[src/sv/icls_pkg.sv]
// ----------------------------------------------------------------------------
// icls_pkg: shared types and constants of the idle counter load statistics unit
// Widths, configuration register codes, controller states and the command and
// status bundles that pass between the controller and the datapath.
// ----------------------------------------------------------------------------
package icls_pkg;

  localparam int NUM_CORES    = 2;
  localparam int COUNTER_BITS = 16;
  localparam int CORE_W       = 1;
  localparam int CORE_IDX_W   = (NUM_CORES > 1) ? $clog2(NUM_CORES) : 1;
  localparam int LOAD_W       = 30;
  localparam int FS_W         = 16;
  localparam int SUM_W        = 32;
  localparam int AVG_W        = SUM_W + 1;
  localparam int PROD_W       = COUNTER_BITS + LOAD_W;
  localparam int CFG_DATA_W   = 30;
  localparam int CFG_IDX_W    = 1;

  localparam int DIV_NUM_W    = 48;
  localparam int DIV_DEN_W    = 32;
  localparam int DIV_CNT_W    = $clog2(DIV_NUM_W);

  localparam logic [CFG_IDX_W-1:0] CFG_FULL_SCALE = 1'b0;
  localparam logic [CFG_IDX_W-1:0] CFG_CLOCK_HZ   = 1'b1;

  localparam logic CMD_SAMPLE = 1'b0;
  localparam logic CMD_REPORT = 1'b1;

  localparam logic [FS_W-1:0]   FS_RESET  = 16'hFFFF;
  localparam logic [LOAD_W-1:0] CLK_RESET = 30'd125000000;

  typedef enum logic [2:0] {
    ST_IDLE,
    ST_DECODE,
    ST_AVG_WAIT,
    ST_MUL,
    ST_LDIV,
    ST_LDIV_WAIT,
    ST_FINISH
  } state_t;

  // Which load figure is being worked out.
  typedef enum logic [1:0] {
    SEL_MAX_LOAD,
    SEL_MIN_LOAD,
    SEL_AVG_LOAD
  } load_sel_t;

  typedef struct packed {
    logic      capture_in;
    logic      upd_sample;
    logic      div_start_avg;
    logic      cap_avg;
    logic      mul_start;
    logic      div_start_load;
    logic      cap_load;
    logic      finish;
    load_sel_t sel;
  } dp_cmd_t;

  typedef struct packed {
    logic is_sample;
    logic core_ok;
    logic tally_zero;
    logic div_done;
    logic out_free;
  } dp_status_t;

endpackage

[src/sv/idle_counter_load_stats_unit.sv]
// ----------------------------------------------------------------------------
// idle_counter_load_stats_unit: per-core load monitor built on idle counters
// Top level joining the sequencing controller and the statistics datapath.
// ----------------------------------------------------------------------------
// A sample item is latched in the idle state and applied in the decode state.
// Unless its core has no samples, a report item runs a 48-step restoring
// divider once for the rounded average delta and once more for each of the
// three load figures, each also needing a multiply state and a divider start
// state. Only one item is in flight at a time; a finished report waits in the
// output register and the next item is taken as soon as that report has been
// handed over by its transfer or stands in the register. Configuration is
// written through cfg_wr_en with index 0 for full scale count and 1 for clock
// frequency, and must only be written while the unit is idle.
module idle_counter_load_stats_unit (
  input  logic                              clk,
  input  logic                              rst_n,
  input  logic                              cfg_wr_en,
  input  logic [icls_pkg::CFG_IDX_W-1:0]    cfg_index,
  input  logic [icls_pkg::CFG_DATA_W-1:0]   cfg_data,
  input  logic                              in_valid,
  output logic                              in_stall,
  input  logic                              in_command,
  input  logic [icls_pkg::CORE_W-1:0]       in_core_id,
  input  logic [icls_pkg::COUNTER_BITS-1:0] in_counter_value,
  output logic                              out_valid,
  input  logic                              out_stall,
  output logic [icls_pkg::CORE_W-1:0]       out_report_core,
  output logic [icls_pkg::LOAD_W-1:0]       out_load_min,
  output logic [icls_pkg::LOAD_W-1:0]       out_load_avg,
  output logic [icls_pkg::LOAD_W-1:0]       out_load_max,
  output logic                              out_empty_res
);

  icls_pkg::dp_cmd_t    cmd;
  icls_pkg::dp_status_t status;

  icls_ctrl u_ctrl (
    .clk      (clk),
    .rst_n    (rst_n),
    .in_valid (in_valid),
    .in_stall (in_stall),
    .status   (status),
    .cmd      (cmd)
  );

  icls_datapath u_dp (
    .clk              (clk),
    .rst_n            (rst_n),
    .cmd              (cmd),
    .status           (status),
    .cfg_wr_en        (cfg_wr_en),
    .cfg_index        (cfg_index),
    .cfg_data         (cfg_data),
    .in_command       (in_command),
    .in_core_id       (in_core_id),
    .in_counter_value (in_counter_value),
    .out_valid        (out_valid),
    .out_stall        (out_stall),
    .out_report_core  (out_report_core),
    .out_load_min     (out_load_min),
    .out_load_avg     (out_load_avg),
    .out_load_max     (out_load_max),
    .out_empty_res    (out_empty_res)
  );

endmodule

[src/sv/icls_div.sv]
// ----------------------------------------------------------------------------
// icls_div: iterative restoring divider
// Produces one quotient bit per cycle over the full dividend width and pulses
// done for one cycle once the quotient is ready.
// ----------------------------------------------------------------------------
module icls_div (
  input  logic                           clk,
  input  logic                           rst_n,
  input  logic                           start,
  input  logic [icls_pkg::DIV_NUM_W-1:0] dividend,
  input  logic [icls_pkg::DIV_DEN_W-1:0] divisor,
  output logic                           done,
  output logic [icls_pkg::DIV_NUM_W-1:0] quotient
);

  localparam logic [icls_pkg::DIV_CNT_W-1:0] LAST_STEP =
    icls_pkg::DIV_CNT_W'(icls_pkg::DIV_NUM_W - 1);

  logic                           busy_r, busy_nxt;
  logic                           done_r, done_nxt;
  logic [icls_pkg::DIV_CNT_W-1:0] cnt_r, cnt_nxt;
  logic [icls_pkg::DIV_NUM_W-1:0] quo_r, quo_nxt;
  logic [icls_pkg::DIV_DEN_W-1:0] rem_r, rem_nxt;
  logic [icls_pkg::DIV_DEN_W-1:0] den_r, den_nxt;
  logic [icls_pkg::DIV_DEN_W:0]   trial;
  logic                           fits;

  // The dividend shifts out of the top of the quotient register while the
  // quotient bits shift in at the bottom.
  assign trial = {rem_r, quo_r[icls_pkg::DIV_NUM_W-1]};
  assign fits  = (trial >= {1'b0, den_r});

  always_comb begin
    busy_nxt = busy_r;
    done_nxt = 1'b0;
    cnt_nxt  = cnt_r;
    quo_nxt  = quo_r;
    rem_nxt  = rem_r;
    den_nxt  = den_r;
    if (start) begin
      busy_nxt = 1'b1;
      cnt_nxt  = '0;
      quo_nxt  = dividend;
      rem_nxt  = '0;
      den_nxt  = divisor;
    end else if (busy_r) begin
      quo_nxt = {quo_r[icls_pkg::DIV_NUM_W-2:0], fits};
      rem_nxt = fits ? icls_pkg::DIV_DEN_W'(trial - {1'b0, den_r})
                     : trial[icls_pkg::DIV_DEN_W-1:0];
      cnt_nxt = cnt_r + 1'b1;
      if (cnt_r == LAST_STEP) begin
        busy_nxt = 1'b0;
        done_nxt = 1'b1;
      end
    end
  end

  always_ff @(posedge clk) begin
    if (!rst_n) begin
      busy_r <= 1'b0;
      done_r <= 1'b0;
      cnt_r  <= '0;
    end else begin
      busy_r <= busy_nxt;
      done_r <= done_nxt;
      cnt_r  <= cnt_nxt;
    end
  end

  always_ff @(posedge clk) begin
    quo_r <= quo_nxt;
    rem_r <= rem_nxt;
    den_r <= den_nxt;
  end

  assign done     = done_r;
  assign quotient = quo_r;

endmodule

[src/sv/icls_datapath.sv]
// ----------------------------------------------------------------------------
// icls_datapath: statistics store, load arithmetic and result register
// Holds the per-core delta statistics and the configuration registers, works
// out the three load figures with one multiplier and the shared divider, and
// presents the report on the result channel.
// ----------------------------------------------------------------------------
module icls_datapath (
  input  logic                              clk,
  input  logic                              rst_n,
  input  icls_pkg::dp_cmd_t                 cmd,
  output icls_pkg::dp_status_t              status,
  input  logic                              cfg_wr_en,
  input  logic [icls_pkg::CFG_IDX_W-1:0]    cfg_index,
  input  logic [icls_pkg::CFG_DATA_W-1:0]   cfg_data,
  input  logic                              in_command,
  input  logic [icls_pkg::CORE_W-1:0]       in_core_id,
  input  logic [icls_pkg::COUNTER_BITS-1:0] in_counter_value,
  output logic                              out_valid,
  input  logic                              out_stall,
  output logic [icls_pkg::CORE_W-1:0]       out_report_core,
  output logic [icls_pkg::LOAD_W-1:0]       out_load_min,
  output logic [icls_pkg::LOAD_W-1:0]       out_load_avg,
  output logic [icls_pkg::LOAD_W-1:0]       out_load_max,
  output logic                              out_empty_res
);

  localparam int CB = icls_pkg::COUNTER_BITS;
  localparam int NC = icls_pkg::NUM_CORES;
  localparam int LW = icls_pkg::LOAD_W;

  // Configuration registers
  logic [icls_pkg::FS_W-1:0] fs_r, fs_nxt;
  logic [LW-1:0]             clk_hz_r, clk_hz_nxt;

  // Per-core statistics
  logic [CB-1:0]             prev_r  [NC];
  logic [CB-1:0]             dmin_r  [NC];
  logic [CB-1:0]             dmax_r  [NC];
  logic [icls_pkg::SUM_W-1:0] dtot_r [NC];
  logic [icls_pkg::SUM_W-1:0] tally_r [NC];

  // Latched item
  logic                          cmd_r;
  logic [icls_pkg::CORE_W-1:0]   core_r;
  logic [CB-1:0]                 cv_r;
  logic [icls_pkg::CORE_IDX_W-1:0] idx;

  // Arithmetic
  logic [icls_pkg::AVG_W-1:0]  avg_r;
  logic [icls_pkg::PROD_W-1:0] prod_r;
  logic                        over_r;
  logic [LW-1:0]               lmin_r, lavg_r, lmax_r;
  logic [icls_pkg::AVG_W-1:0]  delta_sel;
  logic [icls_pkg::FS_W-1:0]   fs_eff;
  logic [LW-1:0]               load_val;
  logic [LW-1:0]               lmin_clamped;
  logic [CB-1:0]               delta;
  logic [icls_pkg::AVG_W-1:0]  avg_num;

  // Divider
  logic                            div_start;
  logic [icls_pkg::DIV_NUM_W-1:0]  div_dividend;
  logic [icls_pkg::DIV_DEN_W-1:0]  div_divisor;
  logic                            div_done;
  logic [icls_pkg::DIV_NUM_W-1:0]  div_quo;

  // Result register
  logic                        out_valid_r, out_valid_nxt;
  logic [icls_pkg::CORE_W-1:0] out_core_r;
  logic [LW-1:0]               out_min_r, out_avg_r, out_max_r;
  logic                        out_empty_r;
  logic                        tally_zero;

  assign idx = icls_pkg::CORE_IDX_W'(core_r);

  // ---------------- configuration ----------------
  always_comb begin
    fs_nxt     = fs_r;
    clk_hz_nxt = clk_hz_r;
    if (cfg_wr_en) begin
      case (cfg_index)
        icls_pkg::CFG_FULL_SCALE: fs_nxt     = cfg_data[icls_pkg::FS_W-1:0];
        icls_pkg::CFG_CLOCK_HZ:   clk_hz_nxt = cfg_data[LW-1:0];
        default: ;
      endcase
    end
  end

  always_ff @(posedge clk) begin
    if (!rst_n) begin
      fs_r     <= icls_pkg::FS_RESET;
      clk_hz_r <= icls_pkg::CLK_RESET;
    end else begin
      fs_r     <= fs_nxt;
      clk_hz_r <= clk_hz_nxt;
    end
  end

  // A full scale of zero is treated as one.
  assign fs_eff = (fs_r == '0) ? icls_pkg::FS_W'(1) : fs_r;

  // ---------------- item latch ----------------
  always_ff @(posedge clk) begin
    if (cmd.capture_in) begin
      cmd_r  <= in_command;
      core_r <= in_core_id;
      cv_r   <= in_counter_value;
    end
  end

  // ---------------- statistics store ----------------
  assign delta      = cv_r - prev_r[idx];
  assign tally_zero = (tally_r[idx] == '0);

  always_ff @(posedge clk) begin
    if (!rst_n) begin
      for (int c = 0; c < NC; c++) begin
        prev_r[c]  <= '0;
        dmin_r[c]  <= '1;
        dmax_r[c]  <= '0;
        dtot_r[c]  <= '0;
        tally_r[c] <= '0;
      end
    end else if (cmd.upd_sample) begin
      prev_r[idx] <= cv_r;
      if (delta < dmin_r[idx]) dmin_r[idx] <= delta;
      if (delta > dmax_r[idx]) dmax_r[idx] <= delta;
      dtot_r[idx]  <= dtot_r[idx] + icls_pkg::SUM_W'(delta);
      tally_r[idx] <= tally_r[idx] + 1'b1;
    end else if (cmd.finish) begin
      // The previous reading survives a report.
      dmin_r[idx]  <= '1;
      dmax_r[idx]  <= '0;
      dtot_r[idx]  <= '0;
      tally_r[idx] <= '0;
    end
  end

  // ---------------- load arithmetic ----------------
  assign avg_num = {1'b0, dtot_r[idx]} + {1'b0, 1'b0, tally_r[idx][icls_pkg::SUM_W-1:1]};

  always_comb begin
    case (cmd.sel)
      icls_pkg::SEL_MAX_LOAD: delta_sel = icls_pkg::AVG_W'(dmin_r[idx]);
      icls_pkg::SEL_MIN_LOAD: delta_sel = icls_pkg::AVG_W'(dmax_r[idx]);
      icls_pkg::SEL_AVG_LOAD: delta_sel = avg_r;
      default:                delta_sel = avg_r;
    endcase
  end

  assign div_start = cmd.div_start_avg | cmd.div_start_load;

  always_comb begin
    if (cmd.div_start_avg) begin
      div_dividend = icls_pkg::DIV_NUM_W'(avg_num);
      div_divisor  = tally_r[idx];
    end else begin
      div_dividend = icls_pkg::DIV_NUM_W'(prod_r);
      div_divisor  = icls_pkg::DIV_DEN_W'(fs_eff);
    end
  end

  icls_div u_div (
    .clk      (clk),
    .rst_n    (rst_n),
    .start    (div_start),
    .dividend (div_dividend),
    .divisor  (div_divisor),
    .done     (div_done),
    .quotient (div_quo)
  );

  // A delta at or above full scale always gives a scaled value of at least
  // clock_hz, so the load saturates to zero and only the low bits of the delta
  // ever reach the multiplier.
  always_ff @(posedge clk) begin
    if (cmd.cap_avg) begin
      avg_r <= div_quo[icls_pkg::AVG_W-1:0];
    end
    if (cmd.mul_start) begin
      over_r <= (delta_sel >= icls_pkg::AVG_W'(fs_eff));
      prod_r <= icls_pkg::PROD_W'(delta_sel[CB-1:0]) * icls_pkg::PROD_W'(clk_hz_r);
    end
  end

  assign load_val = over_r ? '0 : (clk_hz_r - div_quo[LW-1:0]);

  always_ff @(posedge clk) begin
    if (cmd.cap_load) begin
      case (cmd.sel)
        icls_pkg::SEL_MAX_LOAD: lmax_r <= load_val;
        icls_pkg::SEL_MIN_LOAD: lmin_r <= load_val;
        icls_pkg::SEL_AVG_LOAD: lavg_r <= load_val;
        default: ;
      endcase
    end
  end

  assign lmin_clamped = (lmin_r > lavg_r) ? lavg_r : lmin_r;

  // ---------------- result register ----------------
  always_comb begin
    out_valid_nxt = out_valid_r & out_stall;
    if (cmd.finish) out_valid_nxt = 1'b1;
  end

  always_ff @(posedge clk) begin
    if (!rst_n) begin
      out_valid_r <= 1'b0;
    end else begin
      out_valid_r <= out_valid_nxt;
    end
  end

  always_ff @(posedge clk) begin
    if (cmd.finish) begin
      out_core_r  <= core_r;
      out_empty_r <= tally_zero;
      out_min_r   <= tally_zero ? '0 : lmin_clamped;
      out_avg_r   <= tally_zero ? '0 : lavg_r;
      out_max_r   <= tally_zero ? '0 : lmax_r;
    end
  end

  assign out_valid       = out_valid_r;
  assign out_report_core = out_core_r;
  assign out_load_min    = out_min_r;
  assign out_load_avg    = out_avg_r;
  assign out_load_max    = out_max_r;
  assign out_empty_res   = out_empty_r;

  // ---------------- status ----------------
  assign status.is_sample  = (cmd_r == icls_pkg::CMD_SAMPLE);
  assign status.core_ok    = (int'(core_r) < NC);
  assign status.tally_zero = tally_zero;
  assign status.div_done   = div_done;
  assign status.out_free   = ~out_valid_r | ~out_stall;

endmodule

[src/sv/icls_ctrl.sv]
// ----------------------------------------------------------------------------
// icls_ctrl: sequencing controller
// Accepts one item at a time, applies samples and steps a report through the
// average division and the three load figures before handing it to the
// result register; a report for a core with no samples goes straight there.
// ----------------------------------------------------------------------------
module icls_ctrl (
  input  logic                 clk,
  input  logic                 rst_n,
  input  logic                 in_valid,
  output logic                 in_stall,
  input  icls_pkg::dp_status_t status,
  output icls_pkg::dp_cmd_t    cmd
);

  icls_pkg::state_t    state_r, state_nxt;
  icls_pkg::load_sel_t sel_r, sel_nxt;

  // Next state
  always_comb begin
    state_nxt = state_r;
    sel_nxt   = sel_r;
    unique case (state_r)
      icls_pkg::ST_IDLE: begin
        if (in_valid) state_nxt = icls_pkg::ST_DECODE;
      end
      icls_pkg::ST_DECODE: begin
        if (!status.core_ok || status.is_sample) begin
          state_nxt = icls_pkg::ST_IDLE;
        end else if (status.tally_zero) begin
          state_nxt = icls_pkg::ST_FINISH;
        end else begin
          state_nxt = icls_pkg::ST_AVG_WAIT;
        end
      end
      icls_pkg::ST_AVG_WAIT: begin
        if (status.div_done) begin
          state_nxt = icls_pkg::ST_MUL;
          sel_nxt   = icls_pkg::SEL_MAX_LOAD;
        end
      end
      icls_pkg::ST_MUL: begin
        state_nxt = icls_pkg::ST_LDIV;
      end
      icls_pkg::ST_LDIV: begin
        state_nxt = icls_pkg::ST_LDIV_WAIT;
      end
      icls_pkg::ST_LDIV_WAIT: begin
        if (status.div_done) begin
          unique case (sel_r)
            icls_pkg::SEL_MAX_LOAD: begin
              sel_nxt   = icls_pkg::SEL_MIN_LOAD;
              state_nxt = icls_pkg::ST_MUL;
            end
            icls_pkg::SEL_MIN_LOAD: begin
              sel_nxt   = icls_pkg::SEL_AVG_LOAD;
              state_nxt = icls_pkg::ST_MUL;
            end
            default: begin
              state_nxt = icls_pkg::ST_FINISH;
            end
          endcase
        end
      end
      icls_pkg::ST_FINISH: begin
        if (status.out_free) state_nxt = icls_pkg::ST_IDLE;
      end
      default: state_nxt = icls_pkg::ST_IDLE;
    endcase
  end

  // Outputs
  always_comb begin
    cmd      = '0;
    cmd.sel  = sel_r;
    in_stall = 1'b1;
    unique case (state_r)
      icls_pkg::ST_IDLE: begin
        in_stall       = 1'b0;
        cmd.capture_in = in_valid;
      end
      icls_pkg::ST_DECODE: begin
        cmd.upd_sample    = status.core_ok & status.is_sample;
        cmd.div_start_avg = status.core_ok & ~status.is_sample & ~status.tally_zero;
      end
      icls_pkg::ST_AVG_WAIT:  cmd.cap_avg        = status.div_done;
      icls_pkg::ST_MUL:       cmd.mul_start      = 1'b1;
      icls_pkg::ST_LDIV:      cmd.div_start_load = 1'b1;
      icls_pkg::ST_LDIV_WAIT: cmd.cap_load       = status.div_done;
      icls_pkg::ST_FINISH:    cmd.finish         = status.out_free;
      default: ;
    endcase
  end

  always_ff @(posedge clk) begin
    if (!rst_n) begin
      state_r <= icls_pkg::ST_IDLE;
      sel_r   <= icls_pkg::SEL_MAX_LOAD;
    end else begin
      state_r <= state_nxt;
      sel_r   <= sel_nxt;
    end
  end

endmodule
[config.mk]
export PLATFORM = sky130hd
export DESIGN_NAME = idle_counter_load_stats_unit
export DESIGN_NICKNAME = d
export VERILOG_FILES = /design/src/sv/icls_pkg.sv /design/src/sv/idle_counter_load_stats_unit.sv /design/src/sv/icls_div.sv /design/src/sv/icls_datapath.sv /design/src/sv/icls_ctrl.sv
export SDC_FILE = /design/constraint.sdc
export NUM_CORES = 2
export LEC_CHECK = 0
export BUFFER_PORTS_ARGS = -buffer_cell sky130_fd_sc_hd__buf_2
export CAP_MARGIN = 20
export CORE_MARGIN = 8
export CORE_UTILIZATION = 35
export CTS_BUF_LIST = sky130_fd_sc_hd__clkbuf_2 sky130_fd_sc_hd__clkbuf_4 sky130_fd_sc_hd__clkbuf_8
export CTS_CLUSTER_DIAMETER = 60
export DETAILED_ROUTE_END_ITERATION = 8
export GPL_TIMING_DRIVEN = 0
export HOLD_SLACK_MARGIN = 0.1
export REMOVE_ABC_BUFFERS = 1
export SLEW_MARGIN = 20
export SYNTH_ARGS = -nofsm -noshare
export SYNTH_HDL_FRONTEND = slang
export SYNTH_SLANG_ARGS = --single-unit
[constraint.sdc]
create_clock -name clk -period 7.9 [get_ports clk]
set_clock_uncertainty 0.15 [all_clocks]
set_input_delay 0.395 -clock clk [delete_from_list [all_inputs] [get_ports clk]]
set_output_delay 0.395 -clock clk [all_outputs]
set_load 0.1 [all_outputs]
==> metrics.txt <==
buffer type at the clock tree root clkbuf_8; CTS tree done; final hold violations 0; Core Box Area 145000 µm²; drt initial violations 2782; Starting Density 0.351; Max Clk Rate 0.129 GHz; GPL Wtd Cong 0.909; Synth Register Bits 677; GRT overflow 0; final core occ 0.412; Async S/R FF share, synth 0; status complete, no violations; Setup Viol. Count Final 0; largest net degree at the start of global routing 84; Worst Hold Path Cells 4; H-tree depth 3; Setup CP Type reg -> reg; metal1 wirelength 63.9 mm; slowest stage delay, CP 550 ps; Port Buffer Count 147; critical path's slowest cell fa_1; Cell Area, Synth 51000 µm²; CTS Buf Count 110; Via Count 38700; startpoint types flip-flop; DR DRC count 0; Die ar. 158000 µm²; first-pass GRT wire length 227 mm; Post-DRT Antenna Nets 0; Worst Reg-to-Reg Cells 29; initial antenna violation count 10; Worst EP arrival 8240 ps; top routing layer used met5; Pre-antenna DRT Iters 5; Max Slew Vio Count 0; routed vias/inst 5.22; hold crit path type in -> reg; Site Rows 140; Critical R2R Capture u_dp.prod_r[42]; worst-skew pair later-pin latency 810 ps; Worst EP required 8400 ps; Cells after Synth 5098; Rel. slew slack 0.117; Final min period 7730 ps; Avg Synthesized Cell Area 9.99 µm²; worst slew pin tran 1320 ps; Total GRT Usage 0.182; clock sinks 677; number of global-route vias before repair 38200; Area growth, synth to finish 17.1%; Longest Clk Path Bufs 3; Die W 398 µm; sequential share of the synthesized area 0.381; Met2 Wirelength 68.1 mm; CTS clk-pin slew, worst paths 60 ps; hold path startpoint in_core_id; synth warn 0; Most used DFF post-synth edfxtp_1; Ports 148; DR WL met3 11.0 mm; share of post-route cells with drive strength above 1 0.130; hpwl dp 107 mm; FF-to-FF setup slack 170 ps; total of max-cap violations 0; Final nets 6160; Distinct cells, synth 106; wire per inst 20.0 µm; Final period util 0.979; Worst setup EP type flip-flop; detailed-route wire length 148 mm; Die Y 398 µm; CP most frequent cell fa_1; crit-path max FO 7; Post-synth EDFFs 584
-- registers in the layout, indices dropped and copies added (netlist names), 30 cells and up, named ones only --
register and flops:
u_dp.lmin_r 30, u_dp.out_load_avg 30, u_dp.u_div.rem_r 32, u_dp.prod_r 46, u_dp.prev_r 32, u_dp.avg_r 33, u_dp.u_div.den_r 32, u_dp.dmin_r 32
u_dp.out_load_max 30, u_dp.dtot_r 64, u_dp.out_load_min 30, u_dp.u_div.quotient 48, u_dp.tally_r 64, u_dp.lavg_r 30, u_dp.clk_hz_r 30, u_dp.lmax_r 30
u_dp.dmax_r 32
-- how the worst max path moves through the flow --
stage                          startpoint               to  slack (ps)  cells after the start
after CTS                       flip-flop  u_dp.prod_r[42]         0.1                     29
after global routing            flip-flop  u_dp.prod_r[42]         -20                     30
after global placement          flip-flop  u_dp.prod_r[41]       -9980                     24
after detailed placement  u_ctrl.sel_r[0]  u_dp.prod_r[41]       -1510                     25
final                           flip-flop  u_dp.prod_r[42]         170                     29
after floorplan                 flip-flop  u_dp.prod_r[42]       -4140                     24
-- critical path: cells and delay by family (launching register included) --
family,cells,cell delay [ps]
fa+ha+maj,7,3370
buf+inv,8,810
flops,1,400
compound gates,7,1330
mux,1,240
simple gates,6,1270
-- per-layer routing --
metal | track usage | up-vias
met1 | 0.247 | 19200
met5 | 0 | -
met4 | 0.0661 | 4
li1 | - | 17800
met2 | 0.295 | 1375
met3 | 0.0306 | 242
-- what timing repair did --
action | 4_1_cts | 5_1_grt
endpoints found under the hold margin | 94 | 0
gates cloned | 8 | 1
pin swaps | 33 | 74
endpoints found under the setup margin | 32 | 17
resized for setup | 72 | 83
hold buffers | 105 | 0
buffers inserted | 62 | 20
-- per-stage QoR --
stage	TNS, ps	setup WS, ps	hold slack (ps)	area (µm²)	instances
after floorplan	-282480	-4140	276	50000	4874
after global placement	-2280850	-9980	281	53100	6938
after detailed placement	-29280	-1510	284	54600	7000
after CTS	0	0.100	114	59100	7383
after global routing	-26.2	-16.7	184	59700	7405
final	0	169	197	59700	7410
-- cell families (layout without fill, tap and decap cells) --
| group | Yosys count | in the layout | share of synthesized area |
|---|---|---|---|
| xor gates and xnor gates | 170 | 170 | 0.0292 |
| muxes | 129 | 129 | 0.0262 |
| buffers and inverters | 858 | 1244 | 0.0652 |
| AOI/OAI and AO/OA | 806 | 808 | 0.103 |
| and+or+nand+nor | 1742 | 1742 | 0.161 |
| DFF | 677 | 677 | 0.381 |
| adders and majority gates | 716 | 716 | 0.234 |
| other | 0 | 7 | 0 |
-- placed cells by master (no fill, tap or decap), drive strengths merged, types with 108 or more instances in the layout --
cell type / instances
nand2: 691
inv: 636
edfxtp: 584
fa: 395
nor2: 358
ha: 321
buf: 291
and2: 280
a21oi: 225
o21ai: 166
clkbuf: 163
nand3: 108
-- final cells by class --
cell class / count / area, µm²
clock buffer: 161 / 1950
clock inverter: 47 / 442
tap: 1917 / 2400
fill: 14000 / 85400
multi-input combinational: 3565 / 29200
inverter: 634 / 2390
sequential: 677 / 19400
timing repair buffer: 402 / 3870
antenna: 7 / 17.5
-- cells in the mapped netlist, drive strengths merged (25+ instances only) --
cell type / instances / share of area
xor2: 66 / 0.011
nand2b: 28 / 0.0034
dfxtp: 93 / 0.037
o31ai: 44 / 0.0068
mux2i: 95 / 0.019
and3: 25 / 0.0032
nor3: 71 / 0.0071
inv: 631 / 0.046
nand4: 42 / 0.0054
nor2b: 42 / 0.0052
a21o: 92 / 0.014
o21ai: 164 / 0.016
fa: 395 / 0.16
a21oi: 225 / 0.023
o211ai: 37 / 0.0055
clkbuf: 185 / 0.014
buf: 39 / 0.0048
a21boi: 30 / 0.0044
o21a: 33 / 0.0049
nand3: 108 / 0.011
a211oi: 36 / 0.0056
ha: 321 / 0.079
a31oi: 34 / 0.0042
edfxtp: 584 / 0.34
nor4: 30 / 0.0042
xnor2: 104 / 0.018
nand2: 691 / 0.051
and2: 280 / 0.034
nor2: 358 / 0.027
mux2: 34 / 0.0075
Power is left out: the tool's default activity adds up to more than one toggle a clock period on the data nets, which glitch-free logic cannot reach.
